==> config.mk <==
export PLATFORM = sky130hd
export DESIGN_NAME = pmg3d_front
export DESIGN_NICKNAME = d
export VERILOG_FILES = /design/src/rtl/pmg3d_pkg.sv /design/src/rtl/pmg3d_front.sv
export SDC_FILE = /design/constraint.sdc
export NUM_CORES = 1
export LEC_CHECK = 0
export CORE_AREA = 3 3 339 341
export CTS_CLUSTER_SIZE = 25
export DETAILED_ROUTE_END_ITERATION = 6
export DIE_AREA = 0 0 342 344
export DONT_BUFFER_PORTS = 1
export PLACE_DENSITY = 0.36
export SKIP_CTS_REPAIR_TIMING = 1
export SLEW_MARGIN = 25
export SYNTH_ARGS = -nofsm -noshare
export SYNTH_HDL_FRONTEND = slang
export SYNTH_SLANG_ARGS = --single-unit
==> constraint.sdc <==
create_clock -name clock -period 14.1 [get_ports clock]
set_input_delay 0.705 -clock clock [delete_from_list [all_inputs] [get_ports clock]]
set_output_delay 0.705 -clock clock [all_outputs]
set_load 0.03 [all_outputs]
==> src/rtl/pmg3d_pkg.sv <==
// shared types, widths and codes for the pose mahalanobis gate
// no dependencies; every other rtl file refers to this package by scoped names
package pmg3d_pkg;

   localparam int FRAC_BITS_DEFAULT = 16;

   // pi with 48 fraction bits, rounded to nearest at the fraction width in use
   localparam logic [63:0] PI_Q48 = 64'h0003_243F_6A88_85A3;

   localparam int SW    = 33;   // innovation and covariance sums
   localparam int PW    = 66;   // product of two of those
   localparam int AW    = 67;   // adjugate entry
   localparam int DW    = 102;  // determinant
   localparam int QW    = 138;  // quadratic form
   localparam int QUO_W = 32;   // distance result

   localparam int CSR_IDX_W  = 3;
   localparam int CSR_DATA_W = 32;

   localparam logic [CSR_IDX_W-1:0] CSR_FILT_COV_XX = 3'd0;
   localparam logic [CSR_IDX_W-1:0] CSR_FILT_COV_XY = 3'd1;
   localparam logic [CSR_IDX_W-1:0] CSR_FILT_COV_XH = 3'd2;
   localparam logic [CSR_IDX_W-1:0] CSR_FILT_COV_YY = 3'd3;
   localparam logic [CSR_IDX_W-1:0] CSR_FILT_COV_YH = 3'd4;
   localparam logic [CSR_IDX_W-1:0] CSR_FILT_COV_HH = 3'd5;

   typedef enum logic [1:0] {
      ST_OK     = 2'd0,
      ST_NOT_PD = 2'd1,
      ST_SAT    = 2'd2
   } status_type;

   typedef struct packed {
      logic signed [31:0] prop_x;
      logic signed [31:0] prop_y;
      logic signed [31:0] prop_heading;
      logic signed [31:0] est_x;
      logic signed [31:0] est_y;
      logic signed [31:0] est_heading;
      logic        [30:0] meas_cov_xx;
      logic signed [31:0] meas_cov_xy;
      logic signed [31:0] meas_cov_xh;
      logic        [30:0] meas_cov_yy;
      logic signed [31:0] meas_cov_yh;
      logic        [30:0] meas_cov_hh;
   } req_type;

   typedef struct packed {
      logic        [30:0] filt_cov_xx;
      logic signed [31:0] filt_cov_xy;
      logic signed [31:0] filt_cov_xh;
      logic        [30:0] filt_cov_yy;
      logic signed [31:0] filt_cov_yh;
      logic        [30:0] filt_cov_hh;
   } cfg_type;

   typedef struct packed {
      logic signed [SW-1:0] ix;
      logic signed [SW-1:0] iy;
      logic signed [SW-1:0] ih;
      logic signed [SW-1:0] s00;
      logic signed [SW-1:0] s01;
      logic signed [SW-1:0] s02;
      logic signed [SW-1:0] s11;
      logic signed [SW-1:0] s12;
      logic signed [SW-1:0] s22;
   } front_type;

   typedef struct packed {
      logic signed [QW-1:0] q;
      logic signed [DW-1:0] det;
      logic                 not_pd;
   } quad_type;

endpackage

==> src/rtl/pmg3d_front.sv <==
// front stage: innovation and S = measurement plus filter covariance
// depends on pmg3d_pkg
module pmg3d_front (
   input  logic                 clock,
   input  logic                 reset,
   input  logic                 in_valid,
   output logic                 in_ready,
   input  pmg3d_pkg::req_type   in_req,
   input  pmg3d_pkg::cfg_type   cfg,
   output logic                 out_valid,
   input  logic                 out_ready,
   output pmg3d_pkg::front_type out_data
);

   localparam int SW = pmg3d_pkg::SW;

   logic                 vld_ff;
   pmg3d_pkg::front_type data_ff;
   pmg3d_pkg::front_type data_in;

   assign in_ready = !vld_ff || out_ready;

   always_comb begin
      data_in.ix  = SW'($signed(in_req.prop_x)) - SW'($signed(in_req.est_x));
      data_in.iy  = SW'($signed(in_req.prop_y)) - SW'($signed(in_req.est_y));
      data_in.ih  = SW'($signed(in_req.prop_heading)) - SW'($signed(in_req.est_heading));
      data_in.s00 = $signed({2'b00, in_req.meas_cov_xx}) + $signed({2'b00, cfg.filt_cov_xx});
      data_in.s11 = $signed({2'b00, in_req.meas_cov_yy}) + $signed({2'b00, cfg.filt_cov_yy});
      data_in.s22 = $signed({2'b00, in_req.meas_cov_hh}) + $signed({2'b00, cfg.filt_cov_hh});
      data_in.s01 = SW'($signed(in_req.meas_cov_xy)) + SW'($signed(cfg.filt_cov_xy));
      data_in.s02 = SW'($signed(in_req.meas_cov_xh)) + SW'($signed(cfg.filt_cov_xh));
      data_in.s12 = SW'($signed(in_req.meas_cov_yh)) + SW'($signed(cfg.filt_cov_yh));
   end

   always_ff @(posedge clock) begin
      if (reset) begin
         vld_ff <= 1'b0;
      end else if (in_ready) begin
         vld_ff <= in_valid;
      end
   end

   always_ff @(posedge clock) begin
      if (in_ready) begin
         data_ff <= data_in;
      end
   end

   assign out_valid = vld_ff;
   assign out_data  = data_ff;

endmodule

==> summary.txt <==
Synth
  – Synth Cell Area: 23200 um2
  – Synth Area per Inst: 9.92 um2
  – Adder and majority cell fraction of the synthesized area: approximately 16%
  – Post-synth EDFFs: slightly below 300
  – Synth Area in Compound Gates: around 22%
  – XOR/XNOR Fraction of Synth Area: a little under a tenth
  – Post-synth ARST share: 0%
  – Multiplexer share of the synthesized area: less than 1%
  – Syn Inst Count: about 2300
  – Post-Synth Simple-Gate Area: 10.7%
  – Synth top area cells: edfxtp_1 (38%), ha_1 (15%), xnor2_1 (5.7%), a21oi_1 (5.5%), a21o_1 (3.8%)
  – Yosys top cell area share: a little under two fifths
  – Register area share after synthesis: approximately two fifths
  – Synth Register Bits: a little under 300
  – Yosys cell types: 83
  – YS warnings: 0
  – Prevailing post-synth register cell: edfxtp_1
  – Leading area contributor after synthesis: edfxtp_1
  – Largest family of logic cells by synthesized area: compound AO/OA/AOI/OAI gates

Timing
  – Setup TNS: 0 ns
  – Hold Fails Final Rpt: 0
  – Final WS setup: roughly 10 ns
  – Post-route fraction of the period consumed by the critical path: 25.6%
  – Actual slew at the worst max-slew pin: approximately 0.85 ns
  – RSZ-0062 raised after global routing: false
  – Final setup viols: 0
  – Fin crit period: between 3 and 4 ns
  – Final slew viol count: 0
  – Clock Skew: between 0.02 and 0.025 ns
  – Fmax: ~280 MHz
  – Rel. slew slack: 43.0%

Routing
  – Antenna Violating Nets Remaining: 0
  – Via density: around 4.8
  – Initial DRC Count: between 1000 and 1500
  – Wirelength per Cell: around 24 um
  – Via count: ~19000
  – Pre-antenna DRT Iters: 5
  – Detailed Route WL: 94600 um
  – # DRC: 0

GRT
  – GR Overflow Total: 0
  – Antenna violations before repair: 12
  – Gr usage total: 15.2%
  – Largest net degree at the start of global routing: just over 100
  – Vias in the first global route: 19065
  – First-pass GRT wire length: between 100000 and 150000 um

Worst setup path
  – CP Data Arrival Time: ~2.9 ns
  – Worst Setup Start Kind: flip-flop
  – Reg2Reg Depth: 3
  – Largest stage delay on the critical path: roughly 0.74 ns
  – Critical path required time: between 10 and 15 ns
  – R2R Setup Slk: between 10 and 15 ns
  – Crit path capture: in_ready
  – Critical path fanouts, max: 100
  – Worst Setup End Kind: output port
  – Worst R2R End: out_data[276]$_DFFE_PP_
  – Critical Path, Cell by Cell: nand2b_4 -> buf_4 -> buf_12
  – CP max-delay cell: buf_4
  – CP startpoint: out_valid$_SDFFE_PP0P_
  – Kind of critical path: flip-flop to output port
  – FF-to-FF Start: out_valid$_SDFFE_PP0P_

Floorplan
  – Die width: 342 um
  – Core area: 112000 um2
  – Die area: 118000 um2
  – I/O pin cnt: between 800 and 900
  – Initial Util: approximately a fifth
  – Die Ht: 344 um
  – Row count: ~120

Clock tree
  – Clock buffer count from CTS: 42
  – Sink Count: approximately 300
  – CTS Buffer Depth: 3
  – Clk root buf: clkbuf_16
  – Clock edge transition at the registers on the reported setup and hold paths: about 0.06 ns
  – CTS tree: done
  – Worst skew pair latency: approximately 0.59 ns
  – CTS H-tree depth: 2

Pwr
  – Peak supply drop: just under 90 uV
  – Overall power: around 3.7 mW
  – PwrDens: around 140 nW/um2
  – Static Leakage: between 10 and 15 nW

Finish
  – Ratio of cells with drive above 1 in the final layout: under 10%
  – Highest-count cells in the layout ignoring fill and taps: edfxtp_1 (294), ha_1 (285), a21oi_1 (254)
  – Most common cell after layout, fill and taps aside: edfxtp_1
  – Nets: about 3200
  – Layout area overhead: 14.0%

Placed design
  – Pre-CTS setup slack: 10.31 ns
  – Final RePlAce weighted congestion: 0.930
  – PortBufs: 0
  – Hpwl dp: 79300 um

Run
  – Total of max-cap violations: 0

Hold path
  – Hold_sp: reset
  – HP Class: input port to flip-flop

Outcome
  – Outcome: completed
==> worst min path at each step <==
stage                             endpoint  slack (ns)  depth (start not counted)
CTS                 out_valid$_SDFFE_PP0P_        0.11                          1
global placement    out_valid$_SDFFE_PP0P_        0.78                          1
detailed placement  out_valid$_SDFFE_PP0P_        0.78                          1
global route        out_valid$_SDFFE_PP0P_        0.12                          1
floorplan           out_valid$_SDFFE_PP0P_        0.77                          1
finish              out_valid$_SDFFE_PP0P_        0.17                          1
==> sequential cells by signal, summed over array words and instances (netlist names) <==
register and count:
out_data 294, out_valid 1
==> worst max-delay path, delay by kind of cell, from the launching register on <==
kind / cells / cell delay, ns
DFF: 1 / 0.43
and+or+nand+nor: 1 / 0.39
buffers and inverters: 2 / 1.27
==> synthesized netlist by cell type (all sizes together), types with 16 or more instances <==
cell,n
xor2,100
a31oi,39
o21ai,136
a21o,119
a21oi,255
nor2,116
nor2b,34
and2,19
o211ai,16
inv,164
and3,16
nand3,42
ha,285
o21bai,29
nor3,16
xnor2,153
clkbuf,35
nand2,148
o21a,31
nand2b,42
edfxtp,294
nand4,29
==> stage by stage <==
step / area [um2] / std cells / utilization [%] / hold slack [ns]
final: 26500 / 3891 / 23.6 / 0.173
after global routing: 26500 / 3890 / 23.6 / 0.125
after CTS: 26500 / 3883 / 23.6 / 0.109
after detailed placement: 25000 / 3805 / 22.3 / 0.777
after global placement: 25000 / 3805 / 22.3 / 0.776
after floorplan: 23200 / 2343 / - / 0.774
==> layer usage <==
layer  vias up  GRT usage, %  share of wire [%]
met3       113          5.25                8.4
met4         2          4.55                2.6
li1       8775             -                  -
met1      9035          16.8                 38
met2       731          27.3                 51
met5         -             0              0.013
==> where the power goes <==
part           internal [mW]  switching [mW]  total, mW
registers               1.22           0.511       1.73
logic                  0.308           0.457      0.765
clock network          0.711           0.454       1.17
==> final cells by class <==
cell class | count | area (um2)
antenna | 8 | 20.0
clock buffer | 51 | 1160
inverter | 164 | 616
fill | 12097 | 85700
clock inverter | 27 | 309
multi-input combinational | 1842 | 13600
tap | 1500 | 1880
timing repair buffer | 4 | 46.3
sequential | 295 | 8850
==> kinds of logic (layout without fill, tap and decap cells) <==
family	count (synthesis)	count (layout)
fa+ha+maj	294	294
xor+xnor	253	253
other cells	1	11
buf+inv	206	246
mux	1	1
compound gates	781	781
simple gates	510	510
flops	295	295
Power figures use the tool's default switching activity.
