$ cat src/rtl/pmg3d_pkg.sv
// shared types, widths and codes for the pose mahalanobis gate
// no dependencies; every other rtl file refers to this package by scoped names
package pmg3d_pkg;

   localparam int FRAC_BITS_DEFAULT = 16;

   // pi with 48 fraction bits, rounded to nearest at the fraction width in use
   localparam logic [63:0] PI_Q48 = 64'h0003_243F_6A88_85A3;

   localparam int SW    = 33;   // innovation and covariance sums
   localparam int PW    = 66;   // product of two of those
   localparam int AW    = 67;   // adjugate entry
   localparam int DW    = 102;  // determinant
   localparam int QW    = 138;  // quadratic form
   localparam int QUO_W = 32;   // distance result

   localparam int CSR_IDX_W  = 3;
   localparam int CSR_DATA_W = 32;

   localparam logic [CSR_IDX_W-1:0] CSR_FILT_COV_XX = 3'd0;
   localparam logic [CSR_IDX_W-1:0] CSR_FILT_COV_XY = 3'd1;
   localparam logic [CSR_IDX_W-1:0] CSR_FILT_COV_XH = 3'd2;
   localparam logic [CSR_IDX_W-1:0] CSR_FILT_COV_YY = 3'd3;
   localparam logic [CSR_IDX_W-1:0] CSR_FILT_COV_YH = 3'd4;
   localparam logic [CSR_IDX_W-1:0] CSR_FILT_COV_HH = 3'd5;

   typedef enum logic [1:0] {
      ST_OK     = 2'd0,
      ST_NOT_PD = 2'd1,
      ST_SAT    = 2'd2
   } status_type;

   typedef struct packed {
      logic signed [31:0] prop_x;
      logic signed [31:0] prop_y;
      logic signed [31:0] prop_heading;
      logic signed [31:0] est_x;
      logic signed [31:0] est_y;
      logic signed [31:0] est_heading;
      logic        [30:0] meas_cov_xx;
      logic signed [31:0] meas_cov_xy;
      logic signed [31:0] meas_cov_xh;
      logic        [30:0] meas_cov_yy;
      logic signed [31:0] meas_cov_yh;
      logic        [30:0] meas_cov_hh;
   } req_type;

   typedef struct packed {
      logic        [30:0] filt_cov_xx;
      logic signed [31:0] filt_cov_xy;
      logic signed [31:0] filt_cov_xh;
      logic        [30:0] filt_cov_yy;
      logic signed [31:0] filt_cov_yh;
      logic        [30:0] filt_cov_hh;
   } cfg_type;

   typedef struct packed {
      logic signed [SW-1:0] ix;
      logic signed [SW-1:0] iy;
      logic signed [SW-1:0] ih;
      logic signed [SW-1:0] s00;
      logic signed [SW-1:0] s01;
      logic signed [SW-1:0] s02;
      logic signed [SW-1:0] s11;
      logic signed [SW-1:0] s12;
      logic signed [SW-1:0] s22;
   } front_type;

   typedef struct packed {
      logic signed [QW-1:0] q;
      logic signed [DW-1:0] det;
      logic                 not_pd;
   } quad_type;

endpackage

$ cat src/rtl/pmg3d_wrap.sv
// heading wrap into [-pi, pi] over four stages, reciprocal multiply by 1/(2 pi)
// depends on pmg3d_pkg
module pmg3d_wrap #(
   parameter int FRAC_BITS = pmg3d_pkg::FRAC_BITS_DEFAULT
) (
   input  logic                 clock,
   input  logic                 reset,
   input  logic                 in_valid,
   output logic                 in_ready,
   input  pmg3d_pkg::front_type in_data,
   output logic                 out_valid,
   input  logic                 out_ready,
   output pmg3d_pkg::front_type out_data
);

   localparam int SW = pmg3d_pkg::SW;
   localparam int HW = SW + 2;
   localparam int NW = 34;
   localparam int NS = 4;

   localparam longint unsigned PI_VAL =
      (pmg3d_pkg::PI_Q48 + (64'd1 << (47 - FRAC_BITS))) >> (48 - FRAC_BITS);
   localparam longint unsigned TWO_PI = 2 * PI_VAL;
   localparam longint unsigned RECIP  = (64'd1 << NW) / TWO_PI;
   localparam int TW  = $clog2(TWO_PI + 1);
   localparam int RCW = $clog2(RECIP + 1);

   localparam logic signed [HW-1:0] PI_S     = HW'(PI_VAL);
   localparam logic signed [HW-1:0] ONE_S    = HW'(1);
   localparam logic        [NW-1:0] TWO_PI_N = NW'(TWO_PI);
   localparam logic        [TW-1:0] TWO_PI_T = TW'(TWO_PI);
   localparam logic       [RCW-1:0] RECIP_R  = RCW'(RECIP);

   typedef enum logic [1:0] {WRAP_NONE, WRAP_DOWN, WRAP_UP} wrap_mode_type;

   typedef struct packed {
      pmg3d_pkg::front_type f;
      wrap_mode_type        mode;
      logic [NW-1:0]        n;
   } w0_type;

   typedef struct packed {
      pmg3d_pkg::front_type f;
      wrap_mode_type        mode;
      logic [NW-1:0]        n;
      logic [RCW-1:0]       q0;
   } w1_type;

   typedef struct packed {
      pmg3d_pkg::front_type f;
      wrap_mode_type        mode;
      logic [NW-1:0]        n;
      logic [NW-1:0]        p;
   } w2_type;

   logic [NS-1:0] vld_ff;
   logic [NS-1:0] vld_in;
   logic [NS:0]   adv;

   w0_type w0_ff, w0_in;
   w1_type w1_ff, w1_in;
   w2_type w2_ff, w2_in;
   pmg3d_pkg::front_type w3_ff, w3_in;

   logic signed [HW-1:0] h0;
   logic signed [HW-1:0] h3;
   logic [NW+RCW-1:0]    prod1;
   logic [RCW+TW-1:0]    prod2;
   logic [NW-1:0]        rem3;
   logic [NW-1:0]        adj3;

   always_comb begin
      adv[NS] = out_ready;
      for (int k = NS - 1; k >= 0; k--) begin
         adv[k] = !vld_ff[k] || adv[k+1];
      end
      vld_in[0] = in_valid;
      for (int k = 1; k < NS; k++) begin
         vld_in[k] = vld_ff[k-1];
      end
   end

   assign in_ready = adv[0];

   // case split and numerator for the ceiling quotient
   always_comb begin
      h0      = HW'($signed(in_data.ih));
      w0_in.f = in_data;
      if (h0 > PI_S) begin
         w0_in.mode = WRAP_DOWN;
         w0_in.n    = NW'(h0 + PI_S - ONE_S);
      end else if (h0 < -PI_S) begin
         w0_in.mode = WRAP_UP;
         w0_in.n    = NW'(PI_S - ONE_S - h0);
      end else begin
         w0_in.mode = WRAP_NONE;
         w0_in.n    = '0;
      end
   end

   // quotient estimate, at most one short
   always_comb begin
      prod1       = w0_ff.n * RECIP_R;
      w1_in.f     = w0_ff.f;
      w1_in.mode  = w0_ff.mode;
      w1_in.n     = w0_ff.n;
      w1_in.q0    = prod1[NW +: RCW];
   end

   always_comb begin
      prod2      = w1_ff.q0 * TWO_PI_T;
      w2_in.f    = w1_ff.f;
      w2_in.mode = w1_ff.mode;
      w2_in.n    = w1_ff.n;
      w2_in.p    = NW'(prod2);
   end

   // correction and final shift by whole turns
   always_comb begin
      rem3  = w2_ff.n - w2_ff.p;
      adj3  = (rem3 >= TWO_PI_N) ? (w2_ff.p + TWO_PI_N) : w2_ff.p;
      h3    = HW'($signed(w2_ff.f.ih));
      w3_in = w2_ff.f;
      case (w2_ff.mode)
         WRAP_DOWN: begin
            w3_in.ih = SW'(h3 - $signed({1'b0, adj3}));
         end
         WRAP_UP: begin
            w3_in.ih = SW'(h3 + $signed({1'b0, adj3}));
         end
         default: begin
            w3_in.ih = w2_ff.f.ih;
         end
      endcase
   end

   always_ff @(posedge clock) begin
      if (reset) begin
         vld_ff <= '0;
      end else begin
         for (int k = 0; k < NS; k++) begin
            if (adv[k]) begin
               vld_ff[k] <= vld_in[k];
            end
         end
      end
   end

   always_ff @(posedge clock) begin
      if (adv[0]) begin
         w0_ff <= w0_in;
      end
      if (adv[1]) begin
         w1_ff <= w1_in;
      end
      if (adv[2]) begin
         w2_ff <= w2_in;
      end
      if (adv[3]) begin
         w3_ff <= w3_in;
      end
   end

   assign out_valid = vld_ff[NS-1];
   assign out_data  = w3_ff;

endmodule

$ cat config.mk
export PLATFORM = sky130hd
export DESIGN_NAME = pmg3d_wrap
export DESIGN_NICKNAME = d
export VERILOG_FILES = /design/src/rtl/pmg3d_pkg.sv /design/src/rtl/pmg3d_wrap.sv
export SDC_FILE = /design/constraint.sdc
export NUM_CORES = 2
export LEC_CHECK = 0
export BUFFER_PORTS_ARGS = -buffer_cell sky130_fd_sc_hd__buf_2
export CORE_MARGIN = 5
export CORE_UTILIZATION = 60
export CTS_CLUSTER_DIAMETER = 150
export DETAILED_ROUTE_END_ITERATION = 6
export PLACE_DENSITY = 0.81
export SLEW_MARGIN = 25
export SYNTH_ARGS = -nofsm -noshare
export SYNTH_HDL_FRONTEND = slang
export SYNTH_SLANG_ARGS = --single-unit
$ cat constraint.sdc
create_clock -name clock -period 31.7 [get_ports clock]
set_input_delay 6.34 -clock clock [delete_from_list [all_inputs] [get_ports clock]]
set_output_delay 6.34 -clock clock [all_outputs]
set_load 0.05 [all_outputs]
==> summary.txt <==
Place
  • Placed Area: 65400 µm²
  • Port Buf Inserts: 599
  • Gpl congestion: 0.910
  • DP HPWL: 104000 µm
  • Setup WS pre-CTS: 16.97 ns

Clock network
  • Skew-Pair Late Insertion Delay: 0.74 ns
  • CTS Sinks: 1347
  • Maximum clock insertion buffer count: 3
  • Post-CTS resize count: 0
  • Hold buffers post-CTS: 0
  • H-tree levels: 4
  • Clock transition at path regs: 0.06 ns
  • Post-CTS Setup Bufs: 0
  • Root Driver: clkbuf_16
  • CTS buffer count: 131
  • CTS tree: done

Logic synthesis
  • Post-synth cell types: 85
  • Syn nets: 4770
  • Yosys warns: 0
  • Top FF cell, synth: edfxtp_1
  • EDFF count, synth: 1343
  • Post-Syn Area per Cell: 16.2 µm²
  • Mapped Cells: 3760
  • Post-synth ARST share: 0%
  • Seq/Total Area, Yosys: 66.5%
  • Register bit count reported by yosys: 1347
  • Netlist Area Pre-Place: 60800 µm²

Finish
  • Final net count: 5460
  • Area occupied by multi-input gates: 18700 µm²
  • Fill cells: 6298
  • Final Util: 69.7%
  • Layout area overhead: 15.0%
  • Layout cell share with drive strength beyond 1: 18.5%
  • Final Cell Area: 69900 µm²
  • Sequential cell area: 40400 µm²

STA
  • Final Cycle Share: 46.6%
  • F_max: 67.7 MHz
  • Clock skew: 0.0419 ns
  • Fin worst setup slack: 16.92 ns
  • Worst-margin pin slew: 1.10 ns
  • Setup violations, final: 0
  • Setup TNS: 0 ns
  • RSZ-0062 raised after global routing: false
  • Slew margin rel.: 26.6%
  • Final Hold Viols: 0
  • Final Max Slew Viols: 0
  • Final min period: 14.78 ns

Global route
  • Initial antenna violation count: 45
  • First-pass GRT wire length: 226000 µm
  • Grt total ovfl: 0
  • Vias in the first global route: 35000
  • Gr usage total: 28.5%
  • Largest net degree at the start of global routing: 176

Hold path
  • Worst min-delay path class: reg2reg

Setup path
  • Worst Path Required: 25.36 ns
  • Worst EP arrival: 8.44 ns
  • Crit path kind: in2out
  • Startpoint types: input port
  • Worst-path fanout max: 47
  • CP endpoint kind: output pin

Drt
  • Drt pass-1 iters: 7
  • Vias per cell: 5.87
  • DR DRC count: 0
  • Post-Route WL: 155000 µm
  • WL/cell: 26.1 µm
  • 1st-iter DRT viols: 3317
  • DRT antenna net count: 0
  • Via Count: 34900

Floorplanning
  • Rows: 116
  • # IOs: 600
  • Die width: 328 µm
  • Starting Density: 60.6%
  • Die area: 108000 µm²
  • Height of the die: 328 µm
  • Core area: 100000 µm²

Status
  • Status: complete, no violations

Job
  • Max Cap Violations: 0
layer usage:
metal	global-route usage, %	part of all wire, %	vias to the layer above
li1	-	-	15200
met4	12.8	5.1	24
met1	35.5	36	17300
met2	48.2	50	1911
met5	0	0.093	-
met3	6.47	8.4	438
cells in the final DEF, fill, tap and decap left out, drive strengths merged, types with 16 or more instances in the layout:
| cell type | count |
|---|---|
| o21a | 17 |
| a31oi | 28 |
| nand2 | 144 |
| nand3 | 47 |
| fa | 292 |
| ha | 417 |
| nor2 | 158 |
| xor2 | 31 |
| clkinv | 52 |
| or3 | 23 |
| o21ai | 104 |
| nand4 | 27 |
| diode | 33 |
| nor2b | 16 |
| nor3 | 51 |
| clkbuf | 164 |
| nand2b | 22 |
| a21o | 36 |
| and3 | 29 |
| edfxtp | 1343 |
| buf | 616 |
| a211oi | 24 |
| a21oi | 150 |
| inv | 401 |
| xnor2 | 114 |
| a221oi | 16 |
area by class of cell:
class / count / share of cell area (%)
flip-flops and latches: 1347 / 57.8
diodes: 33 / 0.118
inverters: 393 / 2.13
clock buffers: 164 / 4.99
repair buffers: 616 / 4.56
multi-input cells: 1961 / 26.7
well taps: 1357 / 2.43
clock inverters: 76 / 1.23
sequential cells by signal, summed over array words and instances (netlist names):
| register | flops |
|---|---|
| w1_ff | 348 |
| w0_ff | 333 |
| w2_ff | 332 |
| out_data | 297 |
| h3 | 33 |
| vld_ff | 4 |
kinds of logic (layout without fill, tap and decap cells):
group / count (synthesis) / count (layout) / synth area share (%)
other: 1 / 34 / 0.00617
AND/OR/NAND/NOR: 594 / 594 / 4.83
AO/OA/AOI/OAI: 496 / 496 / 5.30
multiplexers: 16 / 16 / 0.280
buffers and inverters: 452 / 1249 / 2.82
adder cells (fa/ha/maj): 709 / 709 / 18.2
XOR/XNOR: 145 / 145 / 2.10
flip-flops: 1347 / 1347 / 66.5
synthesized netlist by cell type (15+ instances only):
master / count / share of area [%]
a211oi_1: 24 / 0.30
a21o_1: 36 / 0.44
a21oi_1: 146 / 1.2
a221oi_1: 16 / 0.23
a31oi_1: 28 / 0.29
and2_1: 15 / 0.15
and3_1: 29 / 0.30
clkbuf_1: 50 / 0.31
edfxtp_1: 1343 / 66
fa_1: 292 / 9.6
ha_1: 417 / 8.6
inv_1: 393 / 2.4
nand2_1: 144 / 0.89
nand2b_1: 22 / 0.23
nand3_1: 47 / 0.39
nand4_1: 27 / 0.28
nor2_1: 158 / 0.98
nor2b_1: 16 / 0.16
nor3_1: 51 / 0.42
o21a_1: 17 / 0.21
o21ai_0: 99 / 0.81
or3_1: 23 / 0.24
xnor2_1: 113 / 1.6
xor2_1: 31 / 0.45
critical path, cell delays in order:
cell,delay [ns]
buf_2,0.10
nor2b_1,0.59
and3_1,0.49
nand2_4,0.46
buf_2,0.43
path summary, 6_finish.rpt:
| check | startpoint | to | slack (ns) | cells after the start |
|---|---|---|---|---|
| max | out_ready | in_ready | 16.92 | 5 |
| max reg2reg | w2_ff[1]$_DFFE_PP_ | out_data[229]$_DFFE_PP_ | 22.09 | 32 |
| min | w1_ff[33]$_DFFE_PP_ | w2_ff[51]$_DFFE_PP_ | 0.39 | 0 |
| min reg2reg | w1_ff[33]$_DFFE_PP_ | w2_ff[51]$_DFFE_PP_ | 0.39 | 0 |
stage by stage:
| stage | hold slack (ns) | std cells |
|---|---|---|
| 3_3_place_gp | 0.400 | 5673 |
| 2_1_floorplan | 0.400 | 3760 |
| 6_report | 0.388 | 5947 |
| 5_1_grt | 0.391 | 5933 |
| 4_1_cts | 0.381 | 5913 |
| 3_5_place_dp | 0.405 | 5673 |
Power is not shown: default switching activity piles up to over one toggle a cycle in this logic, so the estimate is an artifact.
